[src/sv/cohort_batched_lock_arbiter_top_defines.svh]
// Assertion macros used by the cohort lock arbiter top level.
`ifndef COHORT_BATCHED_LOCK_ARBITER_TOP_DEFINES_SVH
`define COHORT_BATCHED_LOCK_ARBITER_TOP_DEFINES_SVH

// Same-cycle implication, disabled while reset is asserted.
`define CBLA_ASSERT_IMPL(label, clk_sig, rstn_sig, ante, cons) \
	label: assert property (@(posedge clk_sig) disable iff (!rstn_sig) (ante) |-> (cons)) \
		else $error("cohort lock arbiter: assertion failed");

// Next-cycle implication, disabled while reset is asserted.
`define CBLA_ASSERT_NEXT(label, clk_sig, rstn_sig, ante, cons) \
	label: assert property (@(posedge clk_sig) disable iff (!rstn_sig) (ante) |=> (cons)) \
		else $error("cohort lock arbiter: assertion failed");

`endif

[src/sv/cbla_pkg.sv]
// Types, codes and helper functions of the cohort lock arbiter.
`default_nettype none

package cbla_pkg;

	localparam int TID_W     = 6;
	localparam int MB_W      = 8;
	localparam int NCOH_W    = 4;
	localparam int CFG_IDX_W = 1;
	localparam int CFG_DAT_W = 8;

	localparam logic [CFG_IDX_W-1:0] CFG_BATCH_LIM   = 1'b0;
	localparam logic [CFG_IDX_W-1:0] CFG_NUM_COHORTS = 1'b1;

	localparam logic OP_LOCK   = 1'b0;
	localparam logic OP_UNLOCK = 1'b1;

	localparam logic [2:0] OUT_QUEUED     = 3'd0;
	localparam logic [2:0] OUT_GRANTED    = 3'd1;
	localparam logic [2:0] OUT_UNLOCKED   = 3'd2;
	localparam logic [2:0] OUT_NON_HOLDER = 3'd3;
	localparam logic [2:0] OUT_DUPLICATE  = 3'd4;

	// Remainder unit: bits of the thread id consumed per cycle
	localparam int MOD_STEP  = 3;
	localparam int MOD_CYC   = TID_W / MOD_STEP;
	localparam int MOD_CNT_W = (MOD_CYC > 1) ? $clog2(MOD_CYC) : 1;

	typedef struct packed {
		logic             operation;
		logic [TID_W-1:0] req_thread;
	} in_item_t;

	typedef struct packed {
		logic [2:0]       outcome;
		logic             grant_valid;
		logic [TID_W-1:0] grant_thread;
		logic             local_handoff;
	} out_item_t;

	typedef struct packed {
		logic [MB_W-1:0]  batch;
		logic [TID_W-1:0] head;
		logic [TID_W-1:0] tail;
	} coh_entry_t;

	typedef enum logic [2:0] {
		EX_DUP,
		EX_GRANT,
		EX_QUEUE,
		EX_NON_HOLDER,
		EX_LOCAL,
		EX_RELEASE
	} ex_kind_t;

	typedef enum logic [3:0] {
		S_IDLE,
		S_MOD,
		S_CRD,
		S_EXEC,
		S_GRD,
		S_GCHK,
		S_GENT,
		S_POP,
		S_OUT
	} state_t;

	typedef struct packed {
		logic load;
		logic mod_step;
		logic coh_rd;
		logic exec;
		logic gq_rd;
		logic gq_chk;
		logic link_rd;
		logic pop;
		logic out_load;
	} dp_cmd_t;

	typedef struct packed {
		logic     mod_done;
		ex_kind_t ex_kind;
		logic     gq_empty;
		logic     gd_ok;
		logic     out_free;
	} dp_status_t;

	// One restoring step of the remainder: shift in a bit, subtract if it fits.
	function automatic logic [NCOH_W-1:0] mod_step(input logic [NCOH_W-1:0] r,
			input logic b, input logic [NCOH_W-1:0] n);
		logic [NCOH_W:0] x;
		x = {r, b};
		if (x >= {1'b0, n}) begin
			x = x - {1'b0, n};
		end
		return x[NCOH_W-1:0];
	endfunction

endpackage

`default_nettype wire

[src/sv/cbla_ram.sv]
// Generic single-write, single-read RAM with registered read data.
`default_nettype none

module cbla_ram #(
	parameter int WIDTH = 8,
	parameter int DEPTH = 8,
	localparam int AW = (DEPTH > 1) ? $clog2(DEPTH) : 1
) (
	input  wire              clk,
	input  wire              we,
	input  wire [AW-1:0]     waddr,
	input  wire [WIDTH-1:0]  wdata,
	input  wire              re,
	input  wire [AW-1:0]     raddr,
	output logic [WIDTH-1:0] rdata
);

	logic [WIDTH-1:0] mem_q [DEPTH];
	logic [WIDTH-1:0] rdata_q;

	always_ff @(posedge clk) begin
		if (we) begin
			mem_q[waddr] <= wdata;
		end
		if (re) begin
			rdata_q <= mem_q[raddr];
		end
	end

	assign rdata = rdata_q;

endmodule

`default_nettype wire

[src/sv/cbla_ctrl.sv]
// Controller state machine of the cohort lock arbiter.
`default_nettype none

module cbla_ctrl import cbla_pkg::*; (
	input  wire             clk,
	input  wire             arst_n,
	input  wire             in_valid,
	output logic            in_ready,
	output dp_cmd_t         cmd,
	input  wire dp_status_t status
);

	state_t state_q, state_n;

	always_ff @(posedge clk or negedge arst_n) begin
		if (!arst_n) begin
			state_q <= S_IDLE;
		end else begin
			state_q <= state_n;
		end
	end

	always_comb begin
		state_n = state_q;
		case (state_q)
			S_IDLE: begin
				if (in_valid) state_n = S_MOD;
			end
			S_MOD: begin
				if (status.mod_done) state_n = S_CRD;
			end
			S_CRD: state_n = S_EXEC;
			S_EXEC: begin
				case (status.ex_kind)
					EX_LOCAL:   state_n = S_POP;
					EX_RELEASE: state_n = S_GRD;
					default:    state_n = S_OUT;
				endcase
			end
			S_GRD: begin
				state_n = status.gq_empty ? S_OUT : S_GCHK;
			end
			// skip cohorts that have drained since they were queued
			S_GCHK: begin
				state_n = status.gd_ok ? S_GENT : S_GRD;
			end
			S_GENT: state_n = S_POP;
			S_POP:  state_n = S_OUT;
			S_OUT: begin
				if (status.out_free) state_n = S_IDLE;
			end
			default: state_n = S_IDLE;
		endcase
	end

	always_comb begin
		cmd      = '0;
		in_ready = 1'b0;
		case (state_q)
			S_IDLE: begin
				in_ready = 1'b1;
				cmd.load = in_valid;
			end
			S_MOD:  cmd.mod_step = 1'b1;
			S_CRD:  cmd.coh_rd   = 1'b1;
			S_EXEC: cmd.exec     = 1'b1;
			S_GRD:  cmd.gq_rd    = 1'b1;
			S_GCHK: cmd.gq_chk   = 1'b1;
			S_GENT: cmd.link_rd  = 1'b1;
			S_POP:  cmd.pop      = 1'b1;
			S_OUT:  cmd.out_load = status.out_free;
			default: ;
		endcase
	end

endmodule

`default_nettype wire

[src/sv/cbla_dp.sv]
// Datapath of the cohort lock arbiter: config, lock state, queues and result register.
`default_nettype none

module cbla_dp import cbla_pkg::*; #(
	parameter int MAX_THREADS = 64,
	parameter int MAX_COHORTS = 8
) (
	input  wire                 clk,
	input  wire                 arst_n,
	input  wire                 cfg_valid,
	input  wire [CFG_IDX_W-1:0] cfg_index,
	input  wire [CFG_DAT_W-1:0] cfg_data,
	input  wire in_item_t       in_item,
	input  wire dp_cmd_t        cmd,
	output dp_status_t          status,
	output logic                out_valid,
	input  wire                 out_ready,
	output out_item_t           out_item
);

	// thread ids are TID_W bits wide, so no more entries are reachable
	localparam int NTHR = (MAX_THREADS < (1 << TID_W)) ? MAX_THREADS : (1 << TID_W);
	localparam int TAW  = $clog2(NTHR);
	localparam int CW   = (MAX_COHORTS > 1) ? $clog2(MAX_COHORTS) : 1;
	localparam int CNTW = $clog2(MAX_COHORTS + 1);
	localparam int SW   = CW + 1;

	logic [MB_W-1:0]      batch_lim_q;
	logic [NCOH_W-1:0]    num_coh_q;
	logic [NCOH_W-1:0]    n_eff;

	logic                 op_q;
	logic [TID_W-1:0]     tid_q;
	logic [TID_W-1:0]     divt_q, divh_q;
	logic [NCOH_W-1:0]    rt_q, rh_q, rt_n, rh_n;
	logic [MOD_CNT_W-1:0] mod_cnt_q;

	logic                 hv_q;
	logic [TID_W-1:0]     ht_q;
	logic [NTHR-1:0]      queued_q;
	logic [MAX_COHORTS-1:0] ne_q, bcv_q;

	logic [CW-1:0]        grp_q, grp_n, wp;
	logic [CNTW-1:0]      gcnt_q;
	logic [SW-1:0]        wsum;

	logic [CW-1:0]        coh_c, coh_h, coh_d, pop_coh_q;
	logic                 pop_local_q;
	logic [TAW-1:0]       tidx;

	coh_entry_t           coh_rd, coh_wr;
	logic                 coh_we, coh_re;
	logic [CW-1:0]        coh_waddr, coh_raddr;
	logic [TID_W-1:0]     link_rd;
	logic                 link_we, link_re;
	logic                 gq_we, gq_re;
	logic [CW-1:0]        gq_rd_data;

	logic                 t_bad, is_holder, ne_c, gq_full, gq_empty, gd_ok, out_free;
	logic [MB_W-1:0]      batch_c, batch_p;
	logic [TID_W-1:0]     pop_head, pop_head_n;
	ex_kind_t             ex_kind;

	out_item_t            res_q, out_q;
	logic                 out_valid_q;

	// Effective cohort count: zero counts as one, clamp at MAX_COHORTS
	always_comb begin
		if (num_coh_q == '0) begin
			n_eff = NCOH_W'(1);
		end else if (32'(num_coh_q) > 32'(MAX_COHORTS)) begin
			n_eff = NCOH_W'(MAX_COHORTS);
		end else begin
			n_eff = num_coh_q;
		end
	end

	// Remainder lanes for the requesting thread and the current holder
	always_comb begin
		rt_n = rt_q;
		rh_n = rh_q;
		for (int i = 0; i < MOD_STEP; i++) begin
			rt_n = mod_step(rt_n, divt_q[TID_W-1-i], n_eff);
			rh_n = mod_step(rh_n, divh_q[TID_W-1-i], n_eff);
		end
	end

	assign coh_c     = CW'(rt_q);
	assign coh_h     = CW'(rh_q);
	assign coh_d     = gq_rd_data;
	assign tidx      = TAW'(tid_q);
	assign t_bad     = 32'(tid_q) >= 32'(MAX_THREADS);
	assign is_holder = hv_q && (ht_q == tid_q);
	assign ne_c      = ne_q[coh_c];
	assign batch_c   = bcv_q[coh_c] ? coh_rd.batch : '0;
	assign batch_p   = bcv_q[pop_coh_q] ? coh_rd.batch : '0;
	assign gq_full   = gcnt_q >= CNTW'(MAX_COHORTS);
	assign gq_empty  = gcnt_q == '0;
	assign gd_ok     = (32'(coh_d) < 32'(MAX_COHORTS)) && ne_q[coh_d];
	assign out_free  = !out_valid_q || out_ready;
	assign pop_head  = coh_rd.head;
	assign pop_head_n = (coh_rd.head == coh_rd.tail) ? coh_rd.head : link_rd;

	always_comb begin
		if (op_q == OP_LOCK) begin
			if (t_bad || queued_q[tidx] || is_holder) begin
				ex_kind = EX_DUP;
			end else if (!hv_q) begin
				ex_kind = EX_GRANT;
			end else begin
				ex_kind = EX_QUEUE;
			end
		end else begin
			if (t_bad || !is_holder) begin
				ex_kind = EX_NON_HOLDER;
			end else if (ne_c && (batch_c < batch_lim_q)) begin
				ex_kind = EX_LOCAL;
			end else begin
				ex_kind = EX_RELEASE;
			end
		end
	end

	// Global FIFO pointers: write slot is read pointer plus count, wrapped
	assign wsum  = SW'(grp_q) + SW'(gcnt_q);
	assign wp    = (wsum >= SW'(MAX_COHORTS)) ? CW'(wsum - SW'(MAX_COHORTS)) : CW'(wsum);
	assign grp_n = (grp_q == CW'(MAX_COHORTS - 1)) ? '0 : grp_q + 1'b1;

	assign gq_we = cmd.exec && !gq_full &&
		(((ex_kind == EX_QUEUE) && !ne_c && (coh_c != coh_h)) ||
		((ex_kind == EX_RELEASE) && ne_c));
	assign gq_re = cmd.gq_rd && !gq_empty;

	assign coh_re    = cmd.coh_rd || (cmd.gq_chk && gd_ok);
	assign coh_raddr = cmd.coh_rd ? coh_c : coh_d;
	assign coh_we    = (cmd.exec && (ex_kind == EX_QUEUE)) || cmd.pop;
	assign coh_waddr = cmd.pop ? pop_coh_q : coh_c;

	always_comb begin
		if (cmd.pop) begin
			coh_wr.batch = pop_local_q ? batch_p + 1'b1 : '0;
			coh_wr.head  = pop_head_n;
			coh_wr.tail  = coh_rd.tail;
		end else begin
			coh_wr.batch = coh_rd.batch;
			coh_wr.head  = ne_c ? coh_rd.head : tid_q;
			coh_wr.tail  = tid_q;
		end
	end

	assign link_we = cmd.exec && (ex_kind == EX_QUEUE) && ne_c;
	assign link_re = (cmd.exec && (ex_kind == EX_LOCAL)) || cmd.link_rd;

	cbla_ram #(
		.WIDTH ($bits(coh_entry_t)),
		.DEPTH (MAX_COHORTS)
	) u_coh_ram (
		.clk   (clk),
		.we    (coh_we),
		.waddr (coh_waddr),
		.wdata (coh_wr),
		.re    (coh_re),
		.raddr (coh_raddr),
		.rdata (coh_rd)
	);

	cbla_ram #(
		.WIDTH (TID_W),
		.DEPTH (NTHR)
	) u_link_ram (
		.clk   (clk),
		.we    (link_we),
		.waddr (TAW'(coh_rd.tail)),
		.wdata (tid_q),
		.re    (link_re),
		.raddr (TAW'(coh_rd.head)),
		.rdata (link_rd)
	);

	cbla_ram #(
		.WIDTH (CW),
		.DEPTH (MAX_COHORTS)
	) u_gq_ram (
		.clk   (clk),
		.we    (gq_we),
		.waddr (wp),
		.wdata (coh_c),
		.re    (gq_re),
		.raddr (grp_q),
		.rdata (gq_rd_data)
	);

	// Control state and configuration
	always_ff @(posedge clk or negedge arst_n) begin
		if (!arst_n) begin
			batch_lim_q <= MB_W'(10);
			num_coh_q   <= NCOH_W'(2);
			hv_q        <= 1'b0;
			ht_q        <= '0;
			queued_q    <= '0;
			ne_q        <= '0;
			bcv_q       <= '0;
			grp_q       <= '0;
			gcnt_q      <= '0;
			out_valid_q <= 1'b0;
		end else begin
			if (cfg_valid) begin
				case (cfg_index)
					CFG_BATCH_LIM:   batch_lim_q <= cfg_data;
					CFG_NUM_COHORTS: num_coh_q   <= cfg_data[NCOH_W-1:0];
					default: ;
				endcase
			end
			if (cmd.exec) begin
				case (ex_kind)
					EX_GRANT: begin
						hv_q         <= 1'b1;
						ht_q         <= tid_q;
						bcv_q[coh_c] <= 1'b0;
					end
					EX_QUEUE: begin
						ne_q[coh_c]    <= 1'b1;
						queued_q[tidx] <= 1'b1;
					end
					EX_RELEASE: hv_q <= 1'b0;
					default: ;
				endcase
			end
			if (gq_we) begin
				gcnt_q <= gcnt_q + 1'b1;
			end
			if (gq_re) begin
				grp_q  <= grp_n;
				gcnt_q <= gcnt_q - 1'b1;
			end
			if (cmd.pop) begin
				queued_q[TAW'(pop_head)] <= 1'b0;
				hv_q                     <= 1'b1;
				ht_q                     <= pop_head;
				bcv_q[pop_coh_q]         <= pop_local_q;
				if (coh_rd.head == coh_rd.tail) begin
					ne_q[pop_coh_q] <= 1'b0;
				end
			end
			if (cmd.out_load) begin
				out_valid_q <= 1'b1;
			end else if (out_ready) begin
				out_valid_q <= 1'b0;
			end
		end
	end

	// Item, remainder lanes, pop context and result payload
	always_ff @(posedge clk) begin
		if (cmd.load) begin
			op_q      <= in_item.operation;
			tid_q     <= in_item.req_thread;
			divt_q    <= in_item.req_thread;
			divh_q    <= ht_q;
			rt_q      <= '0;
			rh_q      <= '0;
			mod_cnt_q <= '0;
		end else if (cmd.mod_step) begin
			divt_q    <= divt_q << MOD_STEP;
			divh_q    <= divh_q << MOD_STEP;
			rt_q      <= rt_n;
			rh_q      <= rh_n;
			mod_cnt_q <= mod_cnt_q + 1'b1;
		end
		if (cmd.exec && (ex_kind == EX_LOCAL)) begin
			pop_coh_q   <= coh_c;
			pop_local_q <= 1'b1;
		end else if (cmd.gq_chk && gd_ok) begin
			pop_coh_q   <= coh_d;
			pop_local_q <= 1'b0;
		end
		if (cmd.exec) begin
			res_q.grant_valid   <= 1'b0;
			res_q.grant_thread  <= '0;
			res_q.local_handoff <= 1'b0;
			case (ex_kind)
				EX_DUP:        res_q.outcome <= OUT_DUPLICATE;
				EX_NON_HOLDER: res_q.outcome <= OUT_NON_HOLDER;
				EX_QUEUE:      res_q.outcome <= OUT_QUEUED;
				EX_GRANT: begin
					res_q.outcome      <= OUT_GRANTED;
					res_q.grant_valid  <= 1'b1;
					res_q.grant_thread <= tid_q;
				end
				default: res_q.outcome <= OUT_UNLOCKED;
			endcase
		end else if (cmd.gq_rd && gq_empty) begin
			res_q.outcome       <= OUT_UNLOCKED;
			res_q.grant_valid   <= 1'b0;
			res_q.grant_thread  <= '0;
			res_q.local_handoff <= 1'b0;
		end else if (cmd.pop) begin
			res_q.outcome       <= OUT_UNLOCKED;
			res_q.grant_valid   <= 1'b1;
			res_q.grant_thread  <= pop_head;
			res_q.local_handoff <= pop_local_q;
		end
		if (cmd.out_load) begin
			out_q <= res_q;
		end
	end

	assign status.mod_done = mod_cnt_q == MOD_CNT_W'(MOD_CYC - 1);
	assign status.ex_kind  = ex_kind;
	assign status.gq_empty = gq_empty;
	assign status.gd_ok    = gd_ok;
	assign status.out_free = out_free;

	assign out_valid = out_valid_q;
	assign out_item  = out_q;

endmodule

`default_nettype wire

[src/sv/cohort_batched_lock_arbiter_top.sv]
// Top level of the cohort lock arbiter: controller, datapath and checks.
// Locks and rejected unlocks go straight to the result; a local handoff pops the
// holder's cohort; a release pops the first queued cohort that still has a waiter.
// The remainder unit (3 id bits a cycle) and registered reads of the cohort, link
// and cohort-queue RAMs lie on these paths. A transaction is taken only once the
// last result is in the output register. Async active-low reset frees the lock,
// empties all queues and loads a batch limit of 10 and 2 cohorts; no clearing pass.
`default_nettype none
`include "cohort_batched_lock_arbiter_top_defines.svh"

module cohort_batched_lock_arbiter_top import cbla_pkg::*; #(
	parameter int MAX_THREADS = 64,
	parameter int MAX_COHORTS = 8
) (
	input  wire                 clk,
	input  wire                 arst_n,
	input  wire                 cfg_valid,
	output logic                cfg_ready,
	input  wire [CFG_IDX_W-1:0] cfg_index,
	input  wire [CFG_DAT_W-1:0] cfg_data,
	input  wire                 in_valid,
	output logic                in_ready,
	input  wire in_item_t       in_item,
	output logic                out_valid,
	input  wire                 out_ready,
	output out_item_t           out_item
);

	dp_cmd_t    cmd;
	dp_status_t status;
	logic       out_local;
	logic       out_no_grant;
	logic       grant_clean;
	logic       out_err;

	assign cfg_ready = 1'b1;

	cbla_ctrl u_ctrl (
		.clk      (clk),
		.arst_n   (arst_n),
		.in_valid (in_valid),
		.in_ready (in_ready),
		.cmd      (cmd),
		.status   (status)
	);

	cbla_dp #(
		.MAX_THREADS (MAX_THREADS),
		.MAX_COHORTS (MAX_COHORTS)
	) u_dp (
		.clk       (clk),
		.arst_n    (arst_n),
		.cfg_valid (cfg_valid),
		.cfg_index (cfg_index),
		.cfg_data  (cfg_data),
		.in_item   (in_item),
		.cmd       (cmd),
		.status    (status),
		.out_valid (out_valid),
		.out_ready (out_ready),
		.out_item  (out_item)
	);

	assign out_local    = out_valid && out_item.local_handoff;
	assign out_no_grant = out_valid && !out_item.grant_valid;
	assign grant_clean  = (out_item.grant_thread == '0) && !out_item.local_handoff;
	assign out_err      = (out_item.outcome == OUT_QUEUED) ||
		(out_item.outcome == OUT_DUPLICATE) || (out_item.outcome == OUT_NON_HOLDER);

	`CBLA_ASSERT_IMPL(a_local_needs_grant, clk, arst_n, out_local, out_item.grant_valid)
	`CBLA_ASSERT_IMPL(a_no_grant_clean, clk, arst_n, out_no_grant, grant_clean)
	`CBLA_ASSERT_IMPL(a_err_no_grant, clk, arst_n, out_valid && out_err, !out_item.grant_valid)
	`CBLA_ASSERT_NEXT(a_busy_after_accept, clk, arst_n, in_valid && in_ready, !in_ready)

endmodule

`default_nettype wire

[config.mk]
export PLATFORM = sky130hd
export DESIGN_NAME = cohort_batched_lock_arbiter_top
export DESIGN_NICKNAME = d
export VERILOG_FILES = /design/src/sv/cbla_pkg.sv /design/src/sv/cbla_ram.sv /design/src/sv/cbla_ctrl.sv /design/src/sv/cbla_dp.sv /design/src/sv/cohort_batched_lock_arbiter_top.sv
export VERILOG_INCLUDE_DIRS = /design/src /design/src/sv
export SDC_FILE = /design/constraint.sdc
export NUM_CORES = 1
export LEC_CHECK = 0
export ABC_AREA = 1
export ABC_CLOCK_PERIOD_IN_PS = 6650
export BUFFER_PORTS_ARGS = -buffer_cell sky130_fd_sc_hd__buf_2
export CAP_MARGIN = 10
export CORE_MARGIN = 2
export CORE_UTILIZATION = 53
export CTS_BUF_LIST = sky130_fd_sc_hd__clkbuf_8 sky130_fd_sc_hd__clkbuf_16
export CTS_CLUSTER_SIZE = 20
export DETAILED_ROUTE_END_ITERATION = 8
export PLACE_DENSITY = 0.69
export SYNTH_ARGS = -nofsm -noshare
export SYNTH_HDL_FRONTEND = slang
export SYNTH_HIERARCHICAL = 1
export SYNTH_SLANG_ARGS = --single-unit
[constraint.sdc]
create_clock -name clk -period 6.65 [get_ports clk]
set_input_delay 0.3325 -clock clk [delete_from_list [all_inputs] [get_ports clk]]
set_output_delay 0.3325 -clock clk [all_outputs]
set_load 0.1 [all_outputs]
==> results of run 1 <==
## kinds of logic (layout without fill, tap and decap cells)
family | after synthesis | count (layout) | share of synthesized area
AND/OR/NAND/NOR | 2042 | 2042 | 0.237
adder cells (fa/ha/maj) | 45 | 45 | 0.0175
AO/OA/AOI/OAI | 282 | 282 | 0.0427
buffers and inverters | 606 | 679 | 0.0732
XOR/XNOR | 20 | 20 | 0.00492
flip-flops | 762 | 762 | 0.624
other | 1 | 1 | 0.000105
## sequential cells by signal, indices dropped and copies added, names as in the netlist, 6 cells and up
register and flops:
u_dp/batch_lim_q 8, u_dp/queued_q 64, u_dp/u_coh_ram/mem_q 160, u_dp/res_q 11
u_dp/u_gq_ram/mem_q 24, u_dp/divt_q 6, u_dp/u_coh_ram/rdata 20, u_dp/out_item 11
u_dp/divh_q 6, u_dp/u_link_ram/rdata 6, u_dp/ne_q 8, u_dp/u_link_ram/mem_q 384
u_dp/tid_q 6, u_dp/bcv_q 8, u_dp/ht_q 6
## synth_stat cells, drive strengths merged (4+ instances only)
cell    number
fa           8
nor3        17
o21ai      112
ha          37
inv        435
xnor2        7
dfrtp      108
nand3      475
nor2       309
dfxtp       11
a22oi        6
nor4        13
o22ai       19
nand2     1200
xor2        13
a21oi      117
edfxtp     640
buf        123
clkinv       4
clkbuf      44
o211ai      17
nand4       21
## power by group through the flow
stage	Combinational (mW)	Sequential, mW	Clock, mW
2_1_floorplan	2.98	6.04	0
3_3_place_gp	4.06	6.05	0
3_5_place_dp	4.11	6.05	0
4_1_cts	4.13	5.96	4.54
5_1_grt	4.67	5.99	4.73
6_report	4.17	5.96	4.47
## stage by stage
step	cells	setup WS [ps]
after detailed placement	4543	1030
final	4704	974
after global placement	4543	1140
after CTS	4703	1010
after global routing	4704	451
after floorplan	3758	1470
## path summary, 6_finish.rpt
path	endpoint	slack (ps)
min	u_dp/batch_lim_q[3]	40
max reg2reg	u_dp/rt_q[1]	970
min reg2reg	u_dp/out_item[9]	440
min in group asynchronous	u_dp/num_coh_q[3]	310
max in group asynchronous	u_dp/queued_q[24]	5010
max	u_dp/rt_q[1]	970
## per-layer routing
metal	routed length, um	vias to the layer above	global-route usage
met3	7220	203	0.0380
met2	41900	1143	0.416
met1	37400	12200	0.362
met5	0	-	0
met4	2530	0	0.0802
li1	-	12400	-
## cell type report
| class | instances | area [um2] |
|---|---|---|
| Fill cell | 5619 | 27700 |
| Sequential cell | 762 | 22200 |
| Multi-Input combinational cell | 2390 | 10800 |
| Clock buffer | 88 | 2120 |
| Inverter | 439 | 1650 |
| Tap cell | 873 | 1090 |
| Timing Repair Buffer | 94 | 683 |
| Clock inverter | 58 | 541 |
## tightest hold or removal path, stage by stage
cell	delay [ps]
buf_2	100
inv_1	120
o21ai_0	110
## timing repair
item,CTS,global route
endpoints found under the hold margin,63,0
setup buffers,0,0
hold buffers,14,0
==> flow_metrics.env, run 1 <==
export IMPL_r2r_cells=30
export IMPL_p_sw_mw=5.12
export IMPL_grt_pass1_vias=24900
export IMPL_cp_max_fo=8
export IMPL_grt_max_degree=201
export IMPL_die_area_mm2=0.0692
export IMPL_cp_top_family="compound AO/OA/AOI/OAI gates"
export IMPL_antenna_found_initial=0
export IMPL_rsz0062_at_grt="no"
export IMPL_fin_crit_sh=0.854
export IMPL_final_common_cell="nand2_1"
export IMPL_tritoncts="built"
export IMPL_cts_buffers=80
export IMPL_synth_ff_type="edfxtp_1"
export IMPL_tns_ps=0
export IMPL_start_kind="register"
export IMPL_utilization=0.586
export IMPL_layout_common_cells="nand2_1, edfxtp_1, nand3_1"
export IMPL_syn_nets=3824
export IMPL_rows=95
export IMPL_seq_power_share=0.408
export IMPL_synth_edff_count=640
export IMPL_path_buf_inv=5
export IMPL_n_antenna_cell=0
export IMPL_drcViolationCount=0
export IMPL_cp_arrival_ps=6180
export IMPL_p_int_mw=9.49
export IMPL_yosys_warnings=6
export IMPL_syn_area_mm2=0.0356
export IMPL_clk_latency_ps=640
export IMPL_clock_skew_ps=36.2
export IMPL_synth_seq_area_share=0.624
export IMPL_chipWidth_um=263
export IMPL_synth_distinct_cells=47
export IMPL_synth_top_area_cell="edfxtp_1"
export IMPL_ys_async_sr_fraction=0.146
export IMPL_die_h_um=263
export IMPL_maxSlewViolCount=0
export IMPL_place_congestion=0.894
export IMPL_syn_to_final_growth_pct=9.96
export IMPL_avgSynthCellArea_um2=9.47
export IMPL_max_freq_ghz=0.176
export IMPL_max_stage_delay_ps=540
export IMPL_tightest_slew_ps=1130
export IMPL_min_from="cfg_data[3]"
export IMPL_vias=26000
export IMPL_startpoint="u_dp/num_coh_q[1]"
export IMPL_synth_seq_cells=762
export IMPL_critPathKind="register to register"
export IMPL_place_area_mm2=0.0363
export IMPL_via_per_inst=5.53
export IMPL_pwr_share_clk=0.306
export IMPL_p_leak_nw=16.2
export IMPL_p_per_area_mw_per_mm2=373
export IMPL_switching_share=0.350
export IMPL_clk_path_buf_depth=3
export IMPL_finalPower_mw=14.6
export IMPL_grt_overflow=0
export IMPL_comb_power_share=0.286
export IMPL_clkTransAtPathRegs_ps=60
export IMPL_hold_class="input port to register"
export IMPL_drt_pass1_iter_count=6
export IMPL_initial_core_util=0.533
export IMPL_yosysTopAreaCellShare=0.540
export IMPL_dpl_hpwl_mm=53.2
export IMPL_wl_per_cell_um=18.9
export IMPL_cts_sinks=762
export IMPL_critPathRequiredTime_ps=7150
export IMPL_synthCells=3758
export IMPL_hold_viol=0
export IMPL_grt_usage=0.257
export IMPL_hold_depth=3
export IMPL_synth_area_leaders="edfxtp_1, nand2_1, dfrtp_1"
export IMPL_clock_root_buffer="clkbuf_16"
export IMPL_cp_common_cell="nand2_1"
export IMPL_num_io_pins=35
export IMPL_relSlewSlack=0.238
export IMPL_portBuffers=33
export IMPL_final_area_mm2=0.0391
export IMPL_vdd_ir_drop_max_v=0.000249
export IMPL_post_cts_resize_count=0
export IMPL_rr_startpoint="u_dp/num_coh_q[1]"
export IMPL_grt_pass1_wl_mm=139
export IMPL_worstSetupEndpointType="register"
export IMPL_drive_gt1_frac=0.0611
export IMPL_core_area_mm2=0.0668
export IMPL_final_setup_viol_count=0
export IMPL_worst_path_stages=30
export IMPL_holdWs_ps=44.4
export IMPL_drtAntennaViolNets=0
export IMPL_dr_first_iter_drc_count=2813
export IMPL_post_route_min_period_ps=5680
export IMPL_fin_nets=3833
export IMPL_drv_cap=0
export IMPL_drt_total_wl_mm=89.0
export IMPL_htree_levels=3
export IMPL_status="completed"
export IMPL_slowest_stage="dfstp_2"
No activity file was read; power rests on OpenSTA's default activity.
==> run 2: changes to the inputs <==
--- a/config.mk
+++ b/config.mk
@@ -6,7 +6,7 @@
 export SDC_FILE = /design/constraint.sdc
 export NUM_CORES = 1
 export LEC_CHECK = 0
-export ABC_AREA = 1
+export ABC_AREA = 0
 export ABC_CLOCK_PERIOD_IN_PS = 6650
 export BUFFER_PORTS_ARGS = -buffer_cell sky130_fd_sc_hd__buf_2
 export CAP_MARGIN = 10
==> flow_metrics.env, run 2 <==
export IMPL_wl_per_cell_um=24.7
export IMPL_holdWs_ps=47.0
export IMPL_yosysMostFrequentCell="edfxtp_1"
export IMPL_critPathKind="register to register"
export IMPL_clk_latency_ps=630
export IMPL_largest_reg_flops=384
export IMPL_rows=93
export IMPL_dr_first_iter_drc_count=2339
export IMPL_chipWidth_um=258
export IMPL_p_per_area_mw_per_mm2=373
export IMPL_hold_viol=0
export IMPL_worstPathCellList="inv_1, nand2_1, ha_1, a21o_1, a221oi_1, nor2_1, a21oi_1, inv_1, ha_1, o21ai_0, a21oi_1, a211oi_1, mux2i_1, ha_1, a21o_1, a21o_1, a21o_1, a221oi_1, buf_4, mux2i_1, a211oi_1"
export IMPL_clkTransAtPathRegs_ps=60
export IMPL_fill_cells=4757
export IMPL_placed_cells=2949
export IMPL_pwr_share_clk=0.311
export IMPL_r2r_cells=21
export IMPL_rsz0062_at_grt="no"
export IMPL_drv_cap=0
export IMPL_synth_seq_cells=762
export IMPL_multi_input_area_mm2=0.0112
export IMPL_grt_pass1_wl_mm=119
export IMPL_grt_pass1_vias=20200
export IMPL_syn_nets=2219
export IMPL_syn_area_mm2=0.0343
export IMPL_dr_max_layer_used="met4"
export IMPL_worstSetupEndpointType="register"
export IMPL_drt_total_wl_mm=76.8
export IMPL_fin_crit_sh=0.838
export IMPL_max_stage_delay_ps=610
export IMPL_n_antenna_cell=0
export IMPL_synthTopCellsByCount="edfxtp_1, nor2_1, o21ai_0, dfrtp_1, mux4_2"
export IMPL_switching_share=0.308
export IMPL_final_common_cell="edfxtp_1"
export IMPL_yosys_warnings=6
export IMPL_tns_ps=0
export IMPL_grt_overflow=0
export IMPL_instances_no_fill=3112
export IMPL_drcViolationCount=0
export IMPL_portBuffers=33
export IMPL_avgSynthCellArea_um2=15.9
export IMPL_vias=19700
export IMPL_largest_register="u_dp/u_link_ram/mem_q"
export IMPL_synth_area_leaders="edfxtp_1, dfrtp_1, mux4_2"
export IMPL_ctsHoldBuffers=16
export IMPL_cts_buffers=79
export IMPL_num_io_pins=35
export IMPL_die_area_mm2=0.0668
export IMPL_maxSlewViolCount=0
export IMPL_core_area_mm2=0.0642
export IMPL_initial_core_util=0.534
export IMPL_grt_usage=0.233
export IMPL_layout_common_cells="edfxtp_1, nor2_1, o21ai_0"
export IMPL_hold_depth=3
export IMPL_wl_met1_mm=33.0
export IMPL_fin_nets=2257
export IMPL_p_int_mw=9.81
export IMPL_drtAntennaViolNets=0
export IMPL_grt_max_degree=74
export IMPL_dr_wl_met2_mm=36.7
export IMPL_clock_root_buffer="clkbuf_16"
export IMPL_htree_levels=3
export IMPL_status="completed"
export IMPL_synth_seq_area_share=0.648
export IMPL_vdd_ir_drop_max_v=0.000296
export IMPL_via_per_inst=6.35
export IMPL_antenna_found_initial=0
export IMPL_synth_distinct_cells=82
export IMPL_synth_ff_type="edfxtp_1"
export IMPL_cp_max_fo=7
export IMPL_yosysTopAreaCellShare=0.560
export IMPL_start_kind="register"
export IMPL_p_leak_nw=13.1
export IMPL_comb_power_share=0.266
export IMPL_drt_pass1_iter_count=5
export IMPL_dpl_hpwl_mm=46.9
export IMPL_seq_power_share=0.423
export IMPL_met3_wirelength_mm=5.18
export IMPL_synthCells=2153
export IMPL_syn_to_final_growth_pct=10.7
export IMPL_tightest_slew_ps=1180
export IMPL_cts_sinks=762
export IMPL_hold_class="input port to register"
export IMPL_drive_gt1_frac=0.198
export IMPL_slowest_stage="a221oi_1"
export IMPL_synth_edff_count=640
export IMPL_r2r_setup_slack_ps=1080
export IMPL_die_h_um=258
export IMPL_top_regs="u_dp/u_link_ram/mem_q (384), u_dp/u_coh_ram/mem_q (160), u_dp/queued_q (64)"
export IMPL_tritoncts="built"
export IMPL_place_congestion=0.839
export IMPL_post_route_min_period_ps=5570
export IMPL_clock_skew_ps=21.9
export IMPL_p_sw_mw=4.37
export IMPL_cp_arrival_ps=6050
export IMPL_ys_async_sr_fraction=0.146
export IMPL_max_freq_ghz=0.180
export IMPL_final_setup_viol_count=0
export IMPL_seq_area_mm2=0.0222
export IMPL_synth_top_area_cell="edfxtp_1"
export IMPL_post_cts_resize_count=0
export IMPL_critPathRequiredTime_ps=7130
export IMPL_cts_setup_buffers=0
export IMPL_cp_common_cell="a21o_1"
export IMPL_relSlewSlack=0.213
export IMPL_clk_path_buf_depth=3
==> run 2: cell count changes in the layout (fill, tap and decap cells not counted), sizes merged, moves of 15 or more <==
cell	delta
nor3	+16
nor2	-141
nor2b	+41
inv	-396
a211oi	+16
mux2i	+45
nand2b	+44
o41ai	+54
mux2	+61
nand2	-1118
nor3b	+15
mux4	+155
a21oi	-86
nand3	-433
==> run 2: logic make-up after synthesis <==
family / Yosys count / synth area share
multiplexers: 261 / 0.141
adder cells (fa/ha/maj): 45 / 0.0182
buffers and inverters: 185 / 0.0275
other: 1 / 0.000109
AO/OA/AOI/OAI: 355 / 0.0824
flip-flops: 762 / 0.648
AND/OR/NAND/NOR: 513 / 0.0753
XOR/XNOR: 31 / 0.00791
==> run 2: worst paths after layout <==
kind,from,to
max reg2reg,u_dp/num_coh_q[3],u_dp/rh_q[3]
min in group asynchronous,arst_n,u_dp/num_coh_q[0]
min reg2reg,u_dp/res_q[9],u_dp/out_item[9]
min,out_ready,u_dp/out_valid
max,u_dp/num_coh_q[3],u_dp/rh_q[3]
max in group asynchronous,arst_n,u_dp/queued_q[55]
==> run 2: routing by layer <==
metal,vias up,GRT usage
met3,141,0.0382
met1,10200,0.330
met2,753,0.376
li1,8638,-
met4,0,0.0721
met5,-,0
==> run 2: worst max-delay path, delay by kind of cell (launching register included) <==
family	cells	cell delay, ps
compound gates	11	2510
fa+ha+maj	3	1050
buf+inv	3	500
flops	1	400
mux	2	600
simple gates	2	380
==> run 2: metrics by stage <==
stage	worst slack, ps	power, mW	area [um2]	util
after floorplan	1420	8.91	34300	-
after global placement	1140	9.76	35200	0.548
after detailed placement	1100	9.85	35200	0.548
after CTS	1080	14.3	38000	0.591
after global routing	591	14.9	38000	0.591
final	1080	14.2	38000	0.591
==> run 2: layout make-up <==
cell class,count,share of cell area
tap,855,0.0282
clock inverter,65,0.0152
sequential,762,0.585
timing repair buffer,94,0.0182
clock buffer,82,0.0537
multi-input combinational,1206,0.295
inverter,48,0.00475
==> run 2: power groups by stage <==
stage | Sequential, mW | Combinational [mW] | Clock (mW)
detailed placement | 6.09 | 3.76 | 0
CTS | 6.00 | 3.78 | 4.50
global route | 6.03 | 4.14 | 4.68
floorplan | 6.12 | 2.80 | 0
finish | 6.00 | 3.77 | 4.41
global placement | 6.08 | 3.68 | 0
